File: config.mk
export PLATFORM = sky130hd
export DESIGN_NAME = pulse_peak_heart_rate_top
export DESIGN_NICKNAME = d
export VERILOG_FILES = /design/src/hw/rtl/pph_pkg.sv /design/src/hw/rtl/pph_front.sv /design/src/hw/rtl/pph_fifo.sv /design/src/hw/rtl/pph_back.sv /design/src/hw/rtl/pulse_peak_heart_rate_top.sv
export SDC_FILE = /design/constraint.sdc
export NUM_CORES = 2
export LEC_CHECK = 0
export ABC_AREA = 1
export ABC_CLOCK_PERIOD_IN_PS = 12700
export BUFFER_PORTS_ARGS = -buffer_cell sky130_fd_sc_hd__clkbuf_2
export CORE_UTILIZATION = 40
export DETAILED_ROUTE_END_ITERATION = 10
export RECOVER_POWER = 25
export SKIP_CTS_REPAIR_TIMING = 1
export SYNTH_ARGS = -nofsm -noshare
export SYNTH_HDL_FRONTEND = slang
export SYNTH_SLANG_ARGS = --single-unit
File: constraint.sdc
create_clock -name i_clk -period 12.7 [get_ports i_clk]
set_clock_uncertainty 0.05 [all_clocks]
set_input_delay 2.54 -clock i_clk [delete_from_list [all_inputs] [get_ports i_clk]]
set_output_delay 2.54 -clock i_clk [all_outputs]
set_load 0.02 [all_outputs]
File: src/hw/rtl/pph_pkg.sv
// Shared constants and types of the PPG peak and heart rate block.
package pph_pkg;

    localparam int SLOTS  = 8;
    localparam int PTR_W  = $clog2(SLOTS);
    localparam int FILL_W = $clog2(SLOTS + 1);
    localparam int S_W    = 16 + FILL_W;
    localparam int NUM_W  = 24 + FILL_W;
    localparam int QD     = 2;

    typedef enum logic [2:0] {
        REG_MIN_AMP   = 3'd0,
        REG_MIN_IV    = 3'd1,
        REG_MAX_IV    = 3'd2,
        REG_WARMUP    = 3'd3,
        REG_DECAY     = 3'd4,
        REG_MIN_N     = 3'd5,
        REG_ALPHA     = 3'd6
    } t_reg;

    typedef struct packed {
        logic [15:0] min_amp;
        logic [15:0] min_iv;
        logic [15:0] max_iv;
        logic [15:0] warmup;
        logic [9:0]  decay;
        logic [3:0]  min_n;
        logic [15:0] alpha;
    } t_cfg;

    // One classified item handed from the front to the rate engine.
    typedef struct packed {
        logic                    peak;
        logic [FILL_W-1:0]       fill;
        logic [31:0]             beats;
        logic [SLOTS-1:0][15:0]  ring;
    } t_job;

endpackage

File: src/hw/rtl/pph_front.sv
// Front end: peak detection, baseline tracking and interval ring update.
module pph_front import pph_pkg::*; (
    input  logic        i_clk,
    input  logic        i_rst_n,
    input  t_cfg        i_cfg,
    input  logic        i_push,
    output logic        o_ready,
    input  logic        i_kind,
    input  logic [15:0] i_ir_sample,
    input  logic [31:0] i_time_ms,
    input  logic        i_q_full,
    output logic        o_q_push,
    output t_job        o_q_job
);

    typedef enum logic [1:0] {S_IDLE, S_MUL, S_UPD} t_state;

    t_state r_state;
    logic r_kind, r_ge, r_armed;
    logic [15:0] r_x, r_rh, r_rl, r_warm, r_ls, r_os;
    logic [31:0] r_now, r_base, r_lbt, r_beats;
    logic [47:0] r_prod;
    logic [9:0] r_spc;
    logic [SLOTS-1:0][15:0] r_ring;
    logic [PTR_W-1:0] r_ptr;
    logic [FILL_W-1:0] r_fill;

    logic n_armed, n_peak;
    logic [15:0] n_rh, n_rl, n_warm;
    logic [31:0] n_base, n_lbt, n_beats;
    logic [9:0] n_spc;
    logic [SLOTS-1:0][15:0] n_ring;
    logic [PTR_W-1:0] n_ptr;
    logic [FILL_W-1:0] n_fill;

    logic [31:0] target, diff, iv;
    logic [48:0] dn_sum;
    logic [15:0] rh1, rl1, dec, thr;
    logic [10:0] nxt;
    logic [16:0] rng;
    logic dec_on, big, active, cand, iv_ok;

    assign target  = {r_x, 16'd0};
    assign diff    = (target >= r_base) ? target - r_base : r_base - target;
    assign o_ready = (r_state == S_IDLE) && !i_q_full;
    assign o_q_push = (r_state == S_UPD);
    assign o_q_job  = '{peak: n_peak, fill: n_fill, beats: n_beats, ring: n_ring};

    always_comb begin
        rh1    = (r_x > r_rh) ? r_x : r_rh;
        rl1    = (r_x < r_rl) ? r_x : r_rl;
        nxt    = {1'b0, r_spc} + 11'd1;
        dec_on = nxt > {1'b0, i_cfg.decay};
        dec    = (rh1 >= rl1) ? ((rh1 - rl1) >> 5) : 16'd0;
        n_rh   = dec_on ? rh1 - dec : rh1;
        n_rl   = dec_on ? rl1 + dec : rl1;
        n_spc  = dec_on ? 10'd0 : nxt[9:0];
        rng    = {1'b0, n_rh} - {1'b0, n_rl};
        big    = $signed(rng) > $signed({1'b0, i_cfg.min_amp});
        dn_sum = {1'b0, r_prod} + 49'd65535;
        if (r_base == 32'd0) begin
            n_base = target;
        end else if (r_ge) begin
            n_base = r_base + r_prod[47:16];
        end else begin
            n_base = r_base - dn_sum[47:16];
        end
        thr    = n_base[31:16];
        n_warm = (r_warm != 16'hFFFF) ? r_warm + 16'd1 : r_warm;
        active = n_warm >= i_cfg.warmup;
        cand   = r_armed && (r_ls > r_os) && (r_ls > r_x) && (r_ls > thr) && big;
        iv     = r_now - r_lbt;
        iv_ok  = (iv >= {16'd0, i_cfg.min_iv}) && (iv <= {16'd0, i_cfg.max_iv});
        n_armed = r_armed;
        n_lbt   = r_lbt;
        n_ring  = r_ring;
        n_ptr   = r_ptr;
        n_fill  = r_fill;
        n_beats = r_beats;
        n_peak  = 1'b0;
        if (active) begin
            if (cand) begin
                if (iv_ok) begin
                    n_ring[r_ptr] = iv[15:0];
                    n_ptr  = (r_ptr == PTR_W'(SLOTS - 1)) ? '0 : r_ptr + PTR_W'(1);
                    n_fill = (r_fill < FILL_W'(SLOTS)) ? r_fill + FILL_W'(1) : r_fill;
                    n_beats = r_beats + 32'd1;
                    n_peak = 1'b1;
                    n_spc  = 10'd0;
                end
                n_lbt   = r_now;
                n_armed = 1'b0;
            end else if (!r_armed && (r_x < thr)) begin
                n_armed = 1'b1;
            end
        end
        // A restart clears detection state but keeps the sample history.
        if (r_kind) begin
            n_rh = 16'd0;
            n_rl = 16'hFFFF;
            n_spc = 10'd0;
            n_armed = 1'b1;
            n_base = 32'd0;
            n_warm = 16'd0;
            n_lbt = r_now;
            n_ring = '0;
            n_ptr = '0;
            n_fill = '0;
            n_beats = 32'd0;
            n_peak = 1'b0;
        end
    end

    always_ff @(posedge i_clk) begin
        if (!i_rst_n) begin
            r_state <= S_IDLE;
            r_rh <= 16'd0;
            r_rl <= 16'hFFFF;
            r_spc <= 10'd0;
            r_armed <= 1'b1;
            r_base <= 32'd0;
            r_warm <= 16'd0;
            r_ls <= 16'd0;
            r_os <= 16'd0;
            r_lbt <= 32'd0;
            r_ring <= '0;
            r_ptr <= '0;
            r_fill <= '0;
            r_beats <= 32'd0;
        end else begin
            unique case (r_state)
                S_IDLE: begin
                    if (i_push && o_ready) begin
                        r_kind <= i_kind;
                        r_x <= i_ir_sample;
                        r_now <= i_time_ms;
                        r_state <= S_MUL;
                    end
                end
                S_MUL: begin
                    r_ge <= target >= r_base;
                    r_prod <= diff * {32'd0, i_cfg.alpha};
                    r_state <= S_UPD;
                end
                S_UPD: begin
                    r_rh <= n_rh;
                    r_rl <= n_rl;
                    r_spc <= n_spc;
                    r_armed <= n_armed;
                    r_base <= n_base;
                    r_warm <= n_warm;
                    r_lbt <= n_lbt;
                    r_ring <= n_ring;
                    r_ptr <= n_ptr;
                    r_fill <= n_fill;
                    r_beats <= n_beats;
                    if (!r_kind) begin
                        r_os <= r_ls;
                        r_ls <= r_x;
                    end
                    r_state <= S_IDLE;
                end
                default: r_state <= S_IDLE;
            endcase
        end
    end

endmodule

File: src/hw/rtl/pph_fifo.sv
// Short job queue between the detection front end and the rate engine.
module pph_fifo import pph_pkg::*; (
    input  logic i_clk,
    input  logic i_rst_n,
    input  logic i_push,
    input  t_job i_data,
    output logic o_full,
    input  logic i_pop,
    output t_job o_data,
    output logic o_empty
);

    localparam int A_W = (QD > 1) ? $clog2(QD) : 1;
    localparam int C_W = $clog2(QD + 1);

    t_job r_mem [QD];
    logic [A_W-1:0] r_wr, r_rd;
    logic [C_W-1:0] r_cnt;
    logic do_push, do_pop;

    assign o_full  = (r_cnt == C_W'(QD));
    assign o_empty = (r_cnt == '0);
    assign o_data  = r_mem[r_rd];
    assign do_push = i_push && !o_full;
    assign do_pop  = i_pop && !o_empty;

    always_ff @(posedge i_clk) begin
        if (do_push) begin
            r_mem[r_wr] <= i_data;
        end
    end

    always_ff @(posedge i_clk) begin
        if (!i_rst_n) begin
            r_wr <= '0;
            r_rd <= '0;
            r_cnt <= '0;
        end else begin
            if (do_push) begin
                r_wr <= (r_wr == A_W'(QD - 1)) ? '0 : r_wr + A_W'(1);
            end
            if (do_pop) begin
                r_rd <= (r_rd == A_W'(QD - 1)) ? '0 : r_rd + A_W'(1);
            end
            if (do_push && !do_pop) begin
                r_cnt <= r_cnt + C_W'(1);
            end else if (do_pop && !do_push) begin
                r_cnt <= r_cnt - C_W'(1);
            end
        end
    end

endmodule

File: src/hw/rtl/pph_back.sv
// Rate engine: two passes over the interval ring, a serial divider, output register.
module pph_back import pph_pkg::*; (
    input  logic        i_clk,
    input  logic        i_rst_n,
    input  t_cfg        i_cfg,
    input  logic        i_q_empty,
    input  t_job        i_q_job,
    output logic        o_q_pop,
    input  logic        i_pop,
    output logic        o_empty,
    output logic        o_peak_found,
    output logic [15:0] o_heart_rate_q8,
    output logic [3:0]  o_stored_intervals,
    output logic [31:0] o_beat_total
);

    localparam int A_W   = FILL_W + 20;
    localparam int L_W   = FILL_W + 24;
    localparam int CNT_W = $clog2(NUM_W + 1);
    localparam logic [23:0] RATE_K = 24'd15360000;

    typedef enum logic [3:0] {
        B_IDLE, B_START, B_P1, B_MID, B_P2, B_SEL, B_CHK, B_DIV, B_SAT, B_DONE
    } t_state;

    t_state r_state;
    t_job r_job;
    logic [FILL_W-1:0] r_i, r_n1, r_n2, r_n;
    logic [S_W-1:0] r_s1, r_s2, r_s, r_rem;
    logic r_lim, r_ovalid;
    logic [NUM_W-1:0] r_num, r_quo;
    logic [CNT_W-1:0] r_cnt;
    logic [15:0] r_rate;

    logic [15:0] v;
    logic in_win, near;
    logic [A_W-1:0] a, b, d, s3;
    logic [L_W-1:0] n60k, s30, s200;
    logic [S_W:0] trial;
    logic last;

    assign o_q_pop = (r_state == B_IDLE) && !i_q_empty;
    assign o_empty = !r_ovalid;
    assign last = (r_i == r_job.fill);

    always_comb begin
        v      = r_job.ring[r_i[PTR_W-1:0]];
        in_win = (v >= i_cfg.min_iv) && (v <= i_cfg.max_iv);
        a      = A_W'(A_W'(r_n1) * A_W'(v)) * A_W'(10);
        b      = A_W'(r_s1) * A_W'(10);
        d      = (a > b) ? a - b : b - a;
        s3     = A_W'(r_s1) * A_W'(3);
        near   = d <= s3;
        n60k   = L_W'(r_n) * L_W'(60000);
        s30    = L_W'(r_s) * L_W'(30);
        s200   = L_W'(r_s) * L_W'(200);
        trial  = {r_rem, r_num[NUM_W-1]};
    end

    always_ff @(posedge i_clk) begin
        if (!i_rst_n) begin
            r_state <= B_IDLE;
            r_ovalid <= 1'b0;
        end else begin
            // In B_DONE the output register is reloaded in the same cycle it is popped.
            if (i_pop && r_ovalid && (r_state != B_DONE)) begin
                r_ovalid <= 1'b0;
            end
            unique case (r_state)
                B_IDLE: begin
                    if (!i_q_empty) begin
                        r_job <= i_q_job;
                        r_state <= B_START;
                    end
                end
                B_START: begin
                    r_rate <= 16'd0;
                    r_i <= '0;
                    r_s1 <= '0;
                    r_n1 <= '0;
                    if (32'(r_job.fill) < 32'(i_cfg.min_n)) begin
                        r_state <= B_DONE;
                    end else begin
                        r_state <= B_P1;
                    end
                end
                B_P1: begin
                    if (last) begin
                        r_state <= B_MID;
                    end else begin
                        if (in_win) begin
                            r_s1 <= r_s1 + S_W'(v);
                            r_n1 <= r_n1 + FILL_W'(1);
                        end
                        r_i <= r_i + FILL_W'(1);
                    end
                end
                B_MID: begin
                    r_i <= '0;
                    r_s2 <= '0;
                    r_n2 <= '0;
                    r_state <= (r_n1 < FILL_W'(2)) ? B_DONE : B_P2;
                end
                B_P2: begin
                    if (last) begin
                        r_state <= B_SEL;
                    end else begin
                        if (near) begin
                            r_s2 <= r_s2 + S_W'(v);
                            r_n2 <= r_n2 + FILL_W'(1);
                        end
                        r_i <= r_i + FILL_W'(1);
                    end
                end
                B_SEL: begin
                    // Too few survivors of outlier rejection: fall back to the mean.
                    if (r_n2 < FILL_W'(2)) begin
                        r_n <= r_n1;
                        r_s <= r_s1;
                        r_lim <= 1'b0;
                    end else begin
                        r_n <= r_n2;
                        r_s <= r_s2;
                        r_lim <= 1'b1;
                    end
                    r_state <= B_CHK;
                end
                B_CHK: begin
                    if ((r_s == '0) || (r_lim && ((n60k < s30) || (n60k > s200)))) begin
                        r_state <= B_DONE;
                    end else begin
                        r_num <= NUM_W'(RATE_K) * NUM_W'(r_n);
                        r_rem <= '0;
                        r_quo <= '0;
                        r_cnt <= CNT_W'(NUM_W);
                        r_state <= B_DIV;
                    end
                end
                B_DIV: begin
                    if (trial >= {1'b0, r_s}) begin
                        r_rem <= S_W'(trial - {1'b0, r_s});
                        r_quo <= {r_quo[NUM_W-2:0], 1'b1};
                    end else begin
                        r_rem <= trial[S_W-1:0];
                        r_quo <= {r_quo[NUM_W-2:0], 1'b0};
                    end
                    r_num <= {r_num[NUM_W-2:0], 1'b0};
                    r_cnt <= r_cnt - CNT_W'(1);
                    if (r_cnt == CNT_W'(1)) begin
                        r_state <= B_SAT;
                    end
                end
                B_SAT: begin
                    r_rate <= (r_quo > NUM_W'(16'hFFFF)) ? 16'hFFFF : r_quo[15:0];
                    r_state <= B_DONE;
                end
                B_DONE: begin
                    if (!r_ovalid || i_pop) begin
                        r_ovalid <= 1'b1;
                        o_peak_found <= r_job.peak;
                        o_heart_rate_q8 <= r_rate;
                        o_stored_intervals <= r_job.fill[3:0];
                        o_beat_total <= r_job.beats;
                        r_state <= B_IDLE;
                    end
                end
                default: r_state <= B_IDLE;
            endcase
        end
    end

endmodule

File: src/hw/rtl/pulse_peak_heart_rate_top.sv
// Top level of the PPG peak detector and heart rate estimator.
//
//  channel   | direction | handshake          | payload
//  ----------+-----------+--------------------+------------------------------------------
//  item in   | input     | i_push / o_full    | i_kind, i_ir_sample, i_time_ms
//  result    | output    | o_empty / i_pop    | o_peak_found, o_heart_rate_q8,
//            |           |                    | o_stored_intervals, o_beat_total
//  config    | input     | i_cfg_we           | i_cfg_idx, i_cfg_data
//
// The front end handles each item by capture, the baseline multiply, and
// the state update that pushes a job into a two-entry queue, and takes no new
// item until that update is done. In the rate engine the bit-serial divider,
// when a job reaches it, outlasts both passes over a full ring of eight intervals.
// Reset is synchronous and active low; it restores the register defaults and
// the detection state and empties the queue and the output register.
// A result that is not popped stalls the rate engine, which in turn lets the
// queue fill and raises o_full.
module pulse_peak_heart_rate_top import pph_pkg::*; (
    input  logic        i_clk,
    input  logic        i_rst_n,
    input  logic        i_push,
    output logic        o_full,
    input  logic        i_kind,
    input  logic [15:0] i_ir_sample,
    input  logic [31:0] i_time_ms,
    input  logic        i_pop,
    output logic        o_empty,
    output logic        o_peak_found,
    output logic [15:0] o_heart_rate_q8,
    output logic [3:0]  o_stored_intervals,
    output logic [31:0] o_beat_total,
    input  logic        i_cfg_we,
    input  logic [2:0]  i_cfg_idx,
    input  logic [15:0] i_cfg_data
);

    t_cfg r_cfg;
    logic front_ready, q_full, q_push, q_empty, q_pop;
    t_job q_in, q_out;

    // Configuration registers; writes to an unused index are dropped.
    always_ff @(posedge i_clk) begin
        if (!i_rst_n) begin
            r_cfg.min_amp <= 16'd100;
            r_cfg.min_iv  <= 16'd300;
            r_cfg.max_iv  <= 16'd2000;
            r_cfg.warmup  <= 16'd100;
            r_cfg.decay   <= 10'd100;
            r_cfg.min_n   <= 4'd2;
            r_cfg.alpha   <= 16'd328;
        end else if (i_cfg_we) begin
            unique case (t_reg'(i_cfg_idx))
                REG_MIN_AMP: r_cfg.min_amp <= i_cfg_data;
                REG_MIN_IV:  r_cfg.min_iv  <= i_cfg_data;
                REG_MAX_IV:  r_cfg.max_iv  <= i_cfg_data;
                REG_WARMUP:  r_cfg.warmup  <= i_cfg_data;
                REG_DECAY:   r_cfg.decay   <= i_cfg_data[9:0];
                REG_MIN_N:   r_cfg.min_n   <= i_cfg_data[3:0];
                REG_ALPHA:   r_cfg.alpha   <= i_cfg_data;
                default: ;
            endcase
        end
    end

    // The front end only takes an item when the queue has room for its job.
    assign o_full = !front_ready;

    pph_front u_front (
        .i_clk       (i_clk),
        .i_rst_n     (i_rst_n),
        .i_cfg       (r_cfg),
        .i_push      (i_push),
        .o_ready     (front_ready),
        .i_kind      (i_kind),
        .i_ir_sample (i_ir_sample),
        .i_time_ms   (i_time_ms),
        .i_q_full    (q_full),
        .o_q_push    (q_push),
        .o_q_job     (q_in)
    );

    pph_fifo u_fifo (
        .i_clk   (i_clk),
        .i_rst_n (i_rst_n),
        .i_push  (q_push),
        .i_data  (q_in),
        .o_full  (q_full),
        .i_pop   (q_pop),
        .o_data  (q_out),
        .o_empty (q_empty)
    );

    pph_back u_back (
        .i_clk              (i_clk),
        .i_rst_n            (i_rst_n),
        .i_cfg              (r_cfg),
        .i_q_empty          (q_empty),
        .i_q_job            (q_out),
        .o_q_pop            (q_pop),
        .i_pop              (i_pop),
        .o_empty            (o_empty),
        .o_peak_found       (o_peak_found),
        .o_heart_rate_q8    (o_heart_rate_q8),
        .o_stored_intervals (o_stored_intervals),
        .o_beat_total       (o_beat_total)
    );

endmodule

==> results.md <==
- Design Area, Final: 0.106 sq mm
- Synthesized area: slightly below 0.1 sq mm
- CP max stage delay: around 0.47 ns
- #FFs+latches synth: between 1k and 1.5k
- Hpwl dp: roughly 220 mm
- Slew HR: -211%
- CTS H-Tree Depth: 4
- Main combinational cell family by area after synthesis: adder cells
- TNS Setup: 0 ns
- Critical Path RT: 13.17 ns
- Syn Inst Count: 12.0k
- Routed WL per cell: ~20 um
- Clock sink count: 1,234
- Fin crit share: 93.1%
- Initial antenna violation count: 7
- DR DRC count: 0
- CTS buffer count: around 150
- First DRT Iteration DRCs: 6,927
- P&R area growth vs syn: 9.52%
- Final Max Tran Viols: 725
- Initial core utilization: 40.4%
- Synthesized-area fraction occupied by and/or/nand/nor cells: about 19%
- Vias in the first global route: between 80k and 90k
- Asr flop ratio synth: 0%
- Fmax: roughly 85 MHz
- Clk root buf: clkbuf_16
- Max Buffers Root-to-Sink: 3
- Clock-pin slew on the worst setup and hold paths: approximately 0.060 ns
- Grt ovf: 0
- Setup violators final: 0
- Min Tclk post-route: ~12 ns
- Compound-Gate Fraction of Synth Area: between 10% and 20%
- Most used cell, CP: nand2_1
- Share of layout cells above drive strength 1: under 10%
- Failing checks: max-capacitance violations, max-slew violations
- Vias per inst: about 5.4
- Worst R2R Setup Slack: 0.88 ns
- I/O pins: between 100 and 150
- Synth Area in XOR/XNOR: around 3.2%
- Adder and majority gate portion of the synthesized area: between 20 and 25%
- Outcome: complete, but fails checks
- Max-cap violations: 14
- Seq/Total Area, Yosys: between 30% and 40%
- Syn nets: ~13k
- Most frequent cells in the layout: nand2_1, inv_1, a21oi_1
- First-pass GRT wire length: roughly 470 mm
- Clk Latency, worst-skew pair: between 0.8 and 0.9 ns
- Share of the synthesized area in the top cell type: roughly a quarter
- WS Path Type: flip-flop to flip-flop
- Synth Area per Inst: 8.04 sq um
- Unrepaired setup endpoints after global routing: no
- Worst Path Arrival: ~12 ns
- Synth area leaders: edfxtp_1, ha_1, fa_1
- Die Height: about 500 um
- Antenna-violating nets left: 0
- Synth warnings: 0
- Worst-margin pin slew: 4.66 ns
- Number of synthesized flops with an enable pin: between 800 and 900
- Crit-path slowest cell: xor3_1
- GRT Total Usage: between 20% and 30%
- CTS tree: done
- IO Port Bufs: ~130
- Layout net count: approximately 13k
- Post-synth cell types: 68
- WL final: about 300 mm
- Via count: approximately 82k
- CP max FO: 25
- Largest net degree at the start of global routing: around 230
- Most common cell after layout, fill and taps aside: nand2_1
- CP Capture Type: flip-flop
- Final hold viol count: 0
- Core Area: approximately 0.24 sq mm
- Top_reg_cell synth: edfxtp_1
- Critical Path Start Type: flip-flop
- Gp weighted congestion: a little under 1
- Placed Area: a little over 0.1 sq mm
- Chip Width: 493 um
- Proportion of synthesized area in mux cells: 0.321%
- Die area: 0.243 sq mm
- Synth area leader: edfxtp_1
- DRT Pass-1 Iters: 8
- Rows: between 150 and 200
- Min-delay worst type: flip-flop to flip-flop
[sequential cells by signal (all words and copies together), names as in the netlist, 28 cells and up]
signal,flops
u_front.r_base,32
u_back.o_beat_total,32
u_front.r_beats,32
u_front.r_lbt,32
u_front.r_prod,48
u_front.r_ring,128
r_cfg,94
u_front.r_now,32
u_fifo.r_mem,330
u_back.r_quo,28
u_back.r_job,165
[worst paths after layout]
kind,from,end,cells after the start
setup / recovery,u_back.r_i[0]$_SDFFCE_PN0P_,u_back.r_n2[2]$_SDFFCE_PN0P_,60
hold / removal,u_back.r_rate[11]$_SDFFCE_PP0P_,u_back.o_heart_rate_q8[11]$_DFFE_PP_,0
setup reg to reg,u_back.r_i[0]$_SDFFCE_PN0P_,u_back.r_n2[2]$_SDFFCE_PN0P_,60
hold reg to reg,u_back.r_rate[11]$_SDFFCE_PP0P_,u_back.o_heart_rate_q8[11]$_DFFE_PP_,0
[metal layers]
metal | wire, um | track usage [%]
met5 | 0 | 0
met4 | 10800 | 8.91
met3 | 17600 | 2.81
met2 | 138000 | 39.7
met1 | 134000 | 33.5
[critical path, delay by kind of cell, from the launching register on]
kind | cells | cell delay (ns)
compound gates | 14 | 3.01
simple gates | 26 | 3.00
fa+ha+maj | 7 | 2.40
buf+inv | 10 | 1.69
xor+xnor | 3 | 0.88
flops | 1 | 0.44
[area by class of cell]
class / count / area (sq um)
Tap cell: 3167 / 3960
Inverter: 2016 / 7570
Antenna cell: 2 / 5.00
Timing Repair Buffer: 261 / 1660
Clock inverter: 72 / 1060
Fill cell: 23736 / 133000
Multi-Input combinational cell: 8330 / 54500
Sequential cell: 1234 / 32800
Clock buffer: 197 / 4020
[synthesized netlist by cell type (all sizes together), types with 2 or more instances]
library cell,n
nor4,27
a21boi,20
o31ai,14
o32ai,24
a221oi,5
clkinv,11
o22ai,20
o211ai,47
o221a,2
nand4,250
xor2,234
nor3b,4
o21a,38
clkbuf,327
a22oi,2
a21o,35
inv,2005
edfxtp,807
a2111oi,4
a31oi,46
xnor2,110
fa,516
buf,78
a211oi,18
nor2,891
dfxtp,427
nand3,537
and3,5
mux2,15
o21ai,767
nor3,109
a21oi,978
o221ai,18
nand3b,24
mux2i,14
nand2,2602
a31o,2
and2,13
or2,15
o2111ai,7
ha,867
o21bai,36
[cells by family after synthesis]
group           Yosys count
fa+ha+maj              1383
mux                      29
xor+xnor                346
buf+inv                2421
flops                  1234
compound gates         2092
simple gates           4480
[stage by stage]
stage	util [%]	hold slack (ns)	cells	setup slack [ns]
finish	44.2	0.350	15279	0.879
global route	44.2	0.361	15279	0.0118
CTS	44.3	0.343	15277	1.15
detailed placement	42.2	0.355	15008	1.22
global placement	42.2	0.352	15008	1.20
floorplan	-	0.350	11985	1.43
Power is left out: the tool's default activity adds up to more than one toggle a clock period on the data nets, which glitch-free logic cannot reach.
